`config.mk`:
```
export PLATFORM = sky130hd
export DESIGN_NAME = rau_ctrl
export DESIGN_NICKNAME = d
export VERILOG_FILES = /design/src/rau_pkg.sv /design/src/rau_ctrl.sv
export SDC_FILE = /design/constraint.sdc
export NUM_CORES = 1
export LEC_CHECK = 0
export ABC_AREA = 1
export BUFFER_PORTS_ARGS = -buffer_cell sky130_fd_sc_hd__buf_2
export CAP_MARGIN = 20
export CORE_AREA = 2 2 41 80
export DETAILED_ROUTE_END_ITERATION = 7
export DIE_AREA = 0 0 43 82
export GPL_TIMING_DRIVEN = 0
export SYNTH_ARGS = -nofsm -noshare
export SYNTH_HDL_FRONTEND = slang
export SYNTH_SLANG_ARGS = --single-unit
```
`constraint.sdc`:
```
create_clock -name clock -period 3.2 [get_ports clock]
set_input_delay 0.32 -clock clock [delete_from_list [all_inputs] [get_ports clock]]
set_output_delay 0.32 -clock clock [all_outputs]
set_load 0.02 [all_outputs]
```
`src/rau_pkg.sv`:
```
// shared types and constants of the rational arithmetic unit
`default_nettype none
package rau_pkg;

   // operation codes
   typedef enum logic [3:0] {
      OP_ADD = 4'd0,
      OP_SUB = 4'd1,
      OP_MUL = 4'd2,
      OP_DIV = 4'd3,
      OP_NEG = 4'd4,
      OP_EQ  = 4'd5,
      OP_NE  = 4'd6,
      OP_LT  = 4'd7,
      OP_GT  = 4'd8,
      OP_LE  = 4'd9,
      OP_GE  = 4'd10
   } op_type;

   // result status codes
   localparam logic [1:0] ST_OK       = 2'd0;
   localparam logic [1:0] ST_ZERO_DEN = 2'd1;
   localparam logic [1:0] ST_OVERFLOW = 2'd2;

   // request transaction
   typedef struct packed {
      logic [3:0]         opcode;
      logic signed [31:0] a_num;
      logic signed [31:0] a_den;
      logic signed [31:0] b_num;
      logic signed [31:0] b_den;
   } req_type;

   // response transaction
   typedef struct packed {
      logic signed [31:0] res_num;
      logic [30:0]        res_den;
      logic               compare_true;
      logic [1:0]         status;
   } rsp_type;

   // controller to datapath commands
   typedef struct packed {
      logic   load;
      logic   mul0;
      logic   mul1;
      logic   mul2;
      logic   comb;
      logic   gcd_init;
      logic   gcd_step;
      logic   gcd_take;
      logic   div_start;
      logic   div_den;
      logic   div_take;
      logic   finish;
      op_type op;
   } dp_cmd_type;

   // datapath to controller status
   typedef struct packed {
      logic gcd_done;
      logic g_one;
      logic b_zero;
      logic div_done;
   } dp_stat_type;

endpackage
`default_nettype wire

```
`src/rau_ctrl.sv`:
```
// sequencing state machine of the rational arithmetic unit
`default_nettype none
module rau_ctrl
   import rau_pkg::*;
(
   input  wire logic        clock,
   input  wire logic        reset,
   input  wire logic        start,
   input  wire logic [3:0]  req_op,
   input  wire dp_stat_type stat,
   output dp_cmd_type       cmd,
   output logic             busy,
   output logic             rsp_valid
);
   typedef enum logic [12:0] {
      S_IDLE  = 13'b0000000000001,
      S_MUL0  = 13'b0000000000010,
      S_MUL1  = 13'b0000000000100,
      S_MUL2  = 13'b0000000001000,
      S_COMB  = 13'b0000000010000,
      S_GINIT = 13'b0000000100000,
      S_GSTEP = 13'b0000001000000,
      S_GTAKE = 13'b0000010000000,
      S_DIVN  = 13'b0000100000000,
      S_WAITN = 13'b0001000000000,
      S_DIVD  = 13'b0010000000000,
      S_WAITD = 13'b0100000000000,
      S_FIN   = 13'b1000000000000
   } state_type;

   state_type state_ff, state_in;
   op_type    op_ff, op_in;
   logic      rsp_valid_ff, rsp_valid_in;
   logic      accept;
   logic      reduce;

   assign accept = start && (state_ff == S_IDLE);
   assign reduce = (op_ff == OP_ADD) || (op_ff == OP_SUB) || (op_ff == OP_MUL) ||
                   ((op_ff == OP_DIV) && !stat.b_zero);

   // next state and commands
   always_comb begin
      state_in     = state_ff;
      op_in        = op_ff;
      rsp_valid_in = 1'b0;
      cmd          = '0;
      cmd.op       = op_ff;
      cmd.load     = accept;
      case (state_ff)
         S_IDLE: begin
            if (accept) begin
               op_in    = op_type'(req_op);
               state_in = S_MUL0;
            end
         end
         S_MUL0: begin
            cmd.mul0 = 1'b1;
            state_in = S_MUL1;
         end
         S_MUL1: begin
            cmd.mul1 = 1'b1;
            state_in = S_MUL2;
         end
         S_MUL2: begin
            cmd.mul2 = 1'b1;
            state_in = S_COMB;
         end
         S_COMB: begin
            cmd.comb = 1'b1;
            state_in = reduce ? S_GINIT : S_FIN;
         end
         S_GINIT: begin
            cmd.gcd_init = 1'b1;
            state_in     = S_GSTEP;
         end
         S_GSTEP: begin
            cmd.gcd_step = !stat.gcd_done;
            if (stat.gcd_done) state_in = S_GTAKE;
         end
         S_GTAKE: begin
            cmd.gcd_take = 1'b1;
            state_in     = S_DIVN;
         end
         S_DIVN: begin
            if (stat.g_one) begin
               state_in = S_FIN;
            end else begin
               cmd.div_start = 1'b1;
               state_in      = S_WAITN;
            end
         end
         S_WAITN: begin
            if (stat.div_done) begin
               cmd.div_take = 1'b1;
               state_in     = S_DIVD;
            end
         end
         S_DIVD: begin
            cmd.div_den   = 1'b1;
            cmd.div_start = 1'b1;
            state_in      = S_WAITD;
         end
         S_WAITD: begin
            cmd.div_den = 1'b1;
            if (stat.div_done) begin
               cmd.div_take = 1'b1;
               state_in     = S_FIN;
            end
         end
         S_FIN: begin
            cmd.finish   = 1'b1;
            rsp_valid_in = 1'b1;
            state_in     = S_IDLE;
         end
         default: state_in = S_IDLE;
      endcase
   end

   always_ff @(posedge clock) begin
      if (reset) begin
         state_ff     <= S_IDLE;
         rsp_valid_ff <= 1'b0;
      end else begin
         state_ff     <= state_in;
         rsp_valid_ff <= rsp_valid_in;
      end
      op_ff <= op_in;
   end

   assign busy      = (state_ff != S_IDLE);
   assign rsp_valid = rsp_valid_ff;

   // a response strobe only follows the final state
   a_rsp_after_fin: assert property (@(posedge clock) disable iff (reset)
      rsp_valid_ff |-> $past(state_ff == S_FIN))
      else $error("response strobe without final state");

   // an accepted transaction starts the multiply sequence
   a_accept_starts: assert property (@(posedge clock) disable iff (reset)
      (start && state_ff == S_IDLE) |=> (state_ff == S_MUL0))
      else $error("accepted transaction did not start");

   // one response per transaction, never back to back
   a_rsp_single: assert property (@(posedge clock) disable iff (reset)
      rsp_valid_ff |=> !rsp_valid_ff)
      else $error("response strobe held for two cycles");

endmodule
`default_nettype wire
```
=== Yosys cells after proc, flatten, opt, wreduce, memory -nomap -nowiden ===
Index checks and enable logic that the tools add are counted.
W data, S select, Z words.

* Bits in read-only memories: 0
* Memories kept: 0
* Bits in registers: 18
* Bits in writable memories: 0
* Bits in latches: 0
* Output and inout bits: 18
* Logic and storage cells: 56

* $add $sub $neg: 0
* Divide/modulo/power cells: 0
* Muxes and demuxes: 20
* Shifts and indexed selects: 0
* Bitwise gates (word level): 0
* Order comparisons: 0
* Equal/unequal tests: 21
* $mul: 0
* Reductions and logical operators: 12

{| class="wikitable"
|+ Operator list
! operator !! number
|-
| $pmux W13 S12 || 1
|-
| $mux W13 || 6
|-
| $eq A13 B1 Y1 const B || 1
|-
| $eq A13 B10 Y1 const B || 1
|-
| $eq A13 B11 Y1 const B || 1
|-
| $eq A13 B12 Y1 const B || 1
|-
| $eq A13 B13 Y1 const B || 1
|-
| $eq A13 B2 Y1 const B || 1
|-
| $eq A13 B3 Y1 const B || 1
|-
| $eq A13 B4 Y1 const B || 1
|-
| $eq A13 B5 Y1 const B || 1
|-
| $eq A13 B6 Y1 const B || 1
|-
| $eq A13 B7 Y1 const B || 1
|-
| $eq A13 B8 Y1 const B || 1
|-
| $eq A13 B9 Y1 const B || 1
|-
| $ne A13 B1 Y1 const B || 1
|-
| $mux W1 || 12
|-
| $eq A4 B2 Y1 const B || 2
|-
| $ne A2 B2 Y1 const B || 4
|-
| $eq A4 B1 Y1 const B || 1
|-
| $logic_not A4 Y1 || 1
|-
| $reduce_and A4 Y1 || 1
|-
| $reduce_or A2 Y1 || 2
|-
| $logic_or A1 B1 Y1 || 3
|-
| other kinds (4) || 6
|}

=== Depth between registers and ports, before layout ===
Gate-level depths: netlist of the first run.

* Depth in word-level cells: 6
* Mapped depth: 11
* Gate-level depth less buffers: 11

=== Worst setup path after synthesis of the first run ===
No wires, ideal clock.

* Path kind: reg2out
* Start point: reg state_ff[10]
* End point: out cmd[15] (netlist name)
* Stages on the path, launching flop included: 7
* Arrival: 1371 ps
* Setup slack: 1509 ps
* Cell sequence: dfxtp_1 nor2_4 nand2_2 nor2_8 nand2_1 nor2_1 buf_4

* Word-level cells in the longest chain between the ends: 2

{| class="wikitable"
|+ RTL lines
! element !! line !! text
|-
| start, declared || rau_ctrl.sv:31 || <nowiki>state_type state_ff, state_in;</nowiki>
|-
| start signal, assigned || rau_ctrl.sv:124 || <nowiki>state_ff <= state_in;</nowiki>
|-
| $eq A13 B1 Y1 || rau_ctrl.sv:37 || <nowiki>assign accept = start && (state_ff == S_IDLE);</nowiki>
|-
| $logic_and A1 B1 Y1 || rau_ctrl.sv:37 ||
|-
| end, declared || rau_ctrl.sv:11 || <nowiki>output dp_cmd_type cmd,</nowiki>
|}

Every way passes these cells.

=== Worst setup path in the final report of the first run ===
Same ends and word-level chain as after synthesis.

==> reports/results.md, run 1 <==
CTS
* 0.07 ns — CTS clock-pin slew for the worst setup and hold paths
* 0 — number of instances resized during post-cts repair
* 0.25 ns — Clock Latency Late Sink
* 2 — maximum clock path buffer count
* 18 — clock net sink count
* 0 — Setup Fix Bufs, Post-CTS
* yes — CTS tree
* 1 — H-tree Lvls
* 0 — quantity of hold-fixing buffers added after cts
* clkbuf_8 — root buffer cell
* 3 — Num CTS Buffers

Pwr
* 0.814 nW — reported leakage power
* 0.000375 V — worst vdd rail ir drop
* 693 nW/um^2 — power density over the cells

Detailed routing
* 0 — # DRC
* 22 — number of DRC violations after detailed-routing iteration 0
* 1002 — total number of vias
* 0 — number of nets still failing antenna checks after routing
* 4 — detailed-router iteration count before antenna repair
* 11.1 um — routed wirelength normalized by instance count
* 2.40 mm — Final Routed Wirelength
* 4.62 — average vias per placed instance

Die
* 28 — num rows
* 3530 um^2 — total die area
* 82 um — Die H
* 43 um — Chip Width
* 0.377 — initial cell density of the core
* 2940 um^2 — Floorplan Core Area
* 29 — Top Ports

Global route
* 0.149 — GR Util All Layers
* 11 — maximum number of pins on one net before global-route repair
* 942 — number of global-route vias before repair
* 4.06 mm — wire length of the first global-routing pass
* 0 — sum of overflow across all layers after global routing
* 0 — initial antenna violation count

Logic synthesis
* 155 — post-synthesis instance total
* 166 — Post-Syn Nets
* 18 — number of synthesized register bits
* 0 — async set-or-reset flop fraction in the synthesized netlist
* 4 — number of synthesized flops with an enable pin
* 0.361 — fraction of the yosys area taken by sequential cells
* dfxtp_1 — flip-flop cell with the highest count after synthesis
* 24 — count of different cell masters after synthesis
* 0 — count of warnings emitted by yosys
* 7.15 um^2 — syn avg cell area
* 1110 um^2 — synthesized area

Outcome
* completed — run status

Worst setup path
* state_ff[10] — worst flop-to-flop path startpoint
* nor2_1 — slowest library cell on the worst path
* 5 — depth of the worst register-to-register path
* 0.36 ns — biggest cell delay along the critical path
* op_ff[2] — reg-to-reg endpoint
* simple AND/OR/NAND/NOR gates — category of cells accounting for the largest share of critical-path delay
* 2.88 ns — Required @ worst endpoint
* 2 — number of buffers and inverters on the critical path
* 1.58 ns — setup slack on the worst flop-to-flop path
* reg -> out — type of the setup path with the least slack
* output port — endpoint class of the critical path
* 1.86 ns — Critical Path AT
* register — Critical Path Start Type
* nor2_4 > nand2_2 > nor2_8 > nand2_1 > nor2_1 > buf_4 > buf_2 — cell chain of the critical path
* 10 — Worst Path Max Fanout

Placement
* 0.797 — final estimated routing congestion in global placement
* 28 — number of I/O port buffers
* 1290 um^2 — placed standard-cell area
* 1.97 mm — DP HPWL
* 213 — Inst Count DP

Worst hold path
* 1 — worst hold path stage count
* req_op[1] — hold_sp
* in -> reg — Min-Delay Path Class
* op_ff[1] — Hold EP

STA
* 0.717 — Slew HR
* 0.00405 ns — largest clock skew in the final design
* 0 — number of slew-limit violations in the final report
* no — RSZ-0062 raised after global routing
* 458 MHz — fmax
* 0.240 ns — Hold Slack
* 0 — final hold vios
* 0.682 — final clock period utilization by the worst path
* 0 — final setup fails
* 0 ns — summed negative setup slack over all endpoints
* 0.423 ns — Worst Tran Pin Value
* 2.18 ns — final critical delay including setup and external delays

Layout
* 0.337 — layout cells sized above 1
* 20.1% — Syn-to-layout area delta
* 199 — Final #Nets
* 0 — number of antenna cells inserted
* 217 — non-filler cells in the finished layout
* 1330 um^2 — final non-filler cell area

Job
* 0 — count of maximum capacitance violations

==> routing by layer <==
layer	routed length, um	vias to the layer above	track usage
met2	1320	22	0.288
met4	47	0	0.0545
met1	951	442	0.160
met5	0	-	0
li1	-	532	-
met3	77	6	0.0198
==> cell usage in the layout (no fill, tap or decap), types with 4 or more instances in the layout <==
cell type	Yosys	layout
nand2_1	31	31
buf_2	1	29
nor2_1	25	25
inv_1	24	24
dfxtp_1	14	14
nand3_1	12	12
inv_2	8	8
nand2_4	5	5
nor2_4	4	4
nand3_2	4	4
edfxtp_1	4	4
==> how the worst max path moves through the flow <==
stage / start / to / slack (ns) / depth (start not counted)
after floorplan: state_ff[10] / cmd[15] / 1.51 / 6
after global placement: state_ff[10] / cmd[15] / 1.31 / 7
after detailed placement: state_ff[10] / cmd[15] / 1.29 / 7
after CTS: state_ff[10] / cmd[15] / 1.00 / 7
after global routing: state_ff[10] / cmd[15] / 0.83 / 7
final: state_ff[10] / cmd[15] / 1.02 / 7
==> through the flow <==
| stage | power (mW) | worst slack [ns] | utilization |
|---|---|---|---|
| floorplan | 0.660 | 1.51 | - |
| global route | 0.993 | 0.831 | 0.452 |
| detailed placement | 0.767 | 1.29 | 0.437 |
| finish | 0.922 | 1.02 | 0.452 |
| CTS | 0.932 | 1.00 | 0.452 |
| global placement | 0.757 | 1.31 | 0.437 |
==> worst register-to-register path, stage by stage (launching register included) <==
cell and delay (ns):
dfxtp_1 0.34, nor2_4 0.15, nand2_2 0.12, nor2_8 0.17, nand2_1 0.14, nor2_1 0.36
==> layout make-up <==
cell class | instances | area (um^2)
Fill cell | 317 | 1610
Multi-Input combinational cell | 101 | 562
Sequential cell | 18 | 400
Timing Repair Buffer | 28 | 140
Inverter | 33 | 126
Clock buffer | 4 | 45.0
Tap cell | 30 | 37.5
Buffer | 3 | 20.0
==> cell families after synthesis <==
| logic type | Yosys count | synth area share |
|---|---|---|
| AO/OA/AOI/OAI | 4 | 0.0203 |
| buffers and inverters | 36 | 0.132 |
| flip-flops | 18 | 0.361 |
| AND/OR/NAND/NOR | 97 | 0.486 |
==> cell usage after synthesis (all sizes together), types with 2 or more instances <==
master,count,area [um^2]
nand3,16,100
nor2,33,191
edfxtp,4,120
inv,33,126
nand2,39,191
a21oi,2,10.0
dfxtp,14,280
nand3b,3,22.5
nor3,3,15.0
buf,3,20.0
==> registers in the layout, summed over array words and instances (netlist names) <==
register   flops
rsp_valid      1
state_ff      13
op_ff          4
==> power breakdown <==
group / leakage, nW / total, mW / switching, mW / internal [mW]
logic: 0.640 / 0.457 / 0.313 / 0.144
registers: 0.151 / 0.301 / 0.0248 / 0.276
clock network: 0.0228 / 0.165 / 0.0762 / 0.0884
total: 0.814 / 0.922 / 0.414 / 0.509
(Power assumes the default switching activity.)
==> run 2, diff against run 1 <==
Clock period 3.2 ns to 1.9 ns, I/O delays scaled along.
==> reports/results.md, run 2 (synthesis results as in run 1) <==
CTS
* 0.25 ns — Clock Latency Late Sink, about the same
* 18 — clock net sink count, unchanged
* yes — CTS tree, unchanged
* 0 — quantity of hold-fixing buffers added after cts, unchanged
* clkbuf_8 — root buffer cell, unchanged
* 1 — H-tree Lvls, unchanged
* 0.07 ns — CTS clock-pin slew for the worst setup and hold paths, about the same
* 2 — maximum clock path buffer count, unchanged
* 3 — Num CTS Buffers, unchanged

Outcome
* completed — run status, unchanged

Die
* 2940 um^2 — Floorplan Core Area, unchanged
* 43 um — Chip Width, unchanged
* 82 um — Die H, unchanged
* 28 — num rows, unchanged
* 29 — Top Ports, unchanged
* 0.377 — initial cell density of the core, unchanged
* 3530 um^2 — total die area, unchanged

STA
* 1.78 ns — final critical delay including setup and external delays
* 0.00190 ns — largest clock skew in the final design, was 0.00405 ns
* 0.937 — final clock period utilization by the worst path
* 0 — final hold vios, unchanged
* 0 — number of slew-limit violations in the final report, unchanged
* 0.836 — Slew HR, was 0.717
* 0 — final setup fails, unchanged
* 562 MHz — fmax
* 0.247 ns — Worst Tran Pin Value, was 0.423 ns

Placement
* 0.797 — final estimated routing congestion in global placement, unchanged
* 28 — number of I/O port buffers, unchanged
* 1.97 mm — DP HPWL, unchanged
* 1290 um^2 — placed standard-cell area, unchanged
* 213 — Inst Count DP, unchanged

Worst setup path
* 6 — depth of the worst register-to-register path, was 5
* 10 — Worst Path Max Fanout, unchanged
* state_ff[10] — worst flop-to-flop path startpoint, unchanged
* register — Critical Path Start Type, unchanged
* 0.43 ns — setup slack on the worst flop-to-flop path, was 1.58 ns
* output port — endpoint class of the critical path, unchanged
* 1.59 ns — Critical Path AT, was 1.86 ns
* 1.71 ns — Required @ worst endpoint, was 2.88 ns
* cmd[15] — Worst setup endpoint, unchanged
* state_ff[10] — CP startpoint, unchanged
* reg -> out — type of the setup path with the least slack, unchanged
* op_ff[2] — reg-to-reg endpoint, unchanged

Global route
* 0 — sum of overflow across all layers after global routing, unchanged
* 958 — number of global-route vias before repair, was 942
* 4.09 mm — wire length of the first global-routing pass, was 4.06 mm
* 11 — maximum number of pins on one net before global-route repair, unchanged
* 0.151 — GR Util All Layers, was 0.149
* 0 — initial antenna violation count, unchanged

Layout
* 0.467 — final core utilization, was 0.452
* 13 — max reg flops, unchanged
* 203 — Final #Nets, was 199
* nand2_1, buf_2, inv_1, nor2_1, dfxtp_1 — most frequent cells in the layout, was nand2_1, buf_2, nor2_1, inv_1, dfxtp_1
* 0.366 — layout cells sized above 1, was 0.337
* 221 — non-filler cells in the finished layout, was 217
* state_ff — register ranked first by flip-flop count, unchanged
* 0 — number of antenna cells inserted, unchanged
* 1370 um^2 — final non-filler cell area, was 1330 um^2
* 23.9% — Syn-to-layout area delta, was 20.1%
* nand2_1 — leading cell type in the layout, fill and taps excluded, unchanged

Detailed routing
* 1008 — total number of vias, was 1002
* 4 — detailed-router iteration count before antenna repair, unchanged
* 4.56 — average vias per placed instance, was 4.62
* 2.43 mm — Final Routed Wirelength, was 2.40 mm
* 0 — # DRC, unchanged
* 0 — number of nets still failing antenna checks after routing, unchanged
* 26 — number of DRC violations after detailed-routing iteration 0, was 22
* 11.0 um — routed wirelength normalized by instance count, was 11.1 um

Worst hold path
* in -> reg — Min-Delay Path Class, unchanged

Pwr
* 1.64 mW — Final Total Pwr, was 0.922 mW
* 0.836 nW — reported leakage power, was 0.814 nW
* 0.000601 V — worst vdd rail ir drop, was 0.000375 V
* 1190 nW/um^2 — power density over the cells, was 693 nW/um^2

Job
* 0 — count of maximum capacitance violations, unchanged

-- run 2: power breakdown --
part | internal (mW) | switching [mW]
clock | 0.149 | 0.124
sequential | 0.465 | 0.0410
combinational | 0.305 | 0.555
-- run 2: repair_timing --
action,in CTS,in global routing
pin swaps,0,1
setup buffers,0,4
gates resized for setup,2,2
endpoints found under the hold margin,0,0
endpoints found under the setup margin,1,1
-- run 2: routing by layer --
layer	vias up	track usage	wire length, um	share of wire
li1	539	-	-	-
met1	451	0.152	947	0.39
met2	14	0.294	1370	0.56
met3	4	0.0220	66	0.027
met4	0	0.0667	49	0.020
met5	-	0	0	0
-- run 2: critical path: stages, from the launching register on --
cell	delay (ns)
dfxtp_1	0.34
nor2_4	0.14
nand2_2	0.11
nor2_8	0.17
nand2_2	0.12
nor2_4	0.17
buf_4	0.12
buf_2	0.15
-- run 2: worst min path at each step --
stage          cells past startpoint        end       from  slack [ns]
2_1_floorplan                      1  rsp_valid      reset        0.27
3_3_place_gp                       1   op_ff[0]  req_op[0]        0.37
3_5_place_dp                       1   op_ff[1]  req_op[1]        0.37
4_1_cts                            1   op_ff[1]  req_op[1]        0.11
5_1_grt                            1   op_ff[1]  req_op[1]        0.10
6_report                           1   op_ff[1]  req_op[1]        0.11
-- run 2: cell type report --
cell class | count | area (um^2)
fill | 316 | 1570
timing repair buffer | 32 | 170
sequential | 18 | 400
tap | 30 | 37.5
buffer | 3 | 20.0
multi-input combinational | 101 | 574
clock buffer | 4 | 45.0
inverter | 33 | 126
-- run 2: through the flow --
| step | hold WS [ns] | setup TNS [ns] | setup WS [ns] |
|---|---|---|---|
| after floorplan | 0.267 | 0 | 0.339 |
| after CTS | 0.107 | 0 | 0.0278 |
| after detailed placement | 0.368 | 0 | 0.118 |
| after global placement | 0.369 | 0 | 0.140 |
| after global routing | 0.105 | -0.0120 | -0.0120 |
| final | 0.113 | 0 | 0.120 |
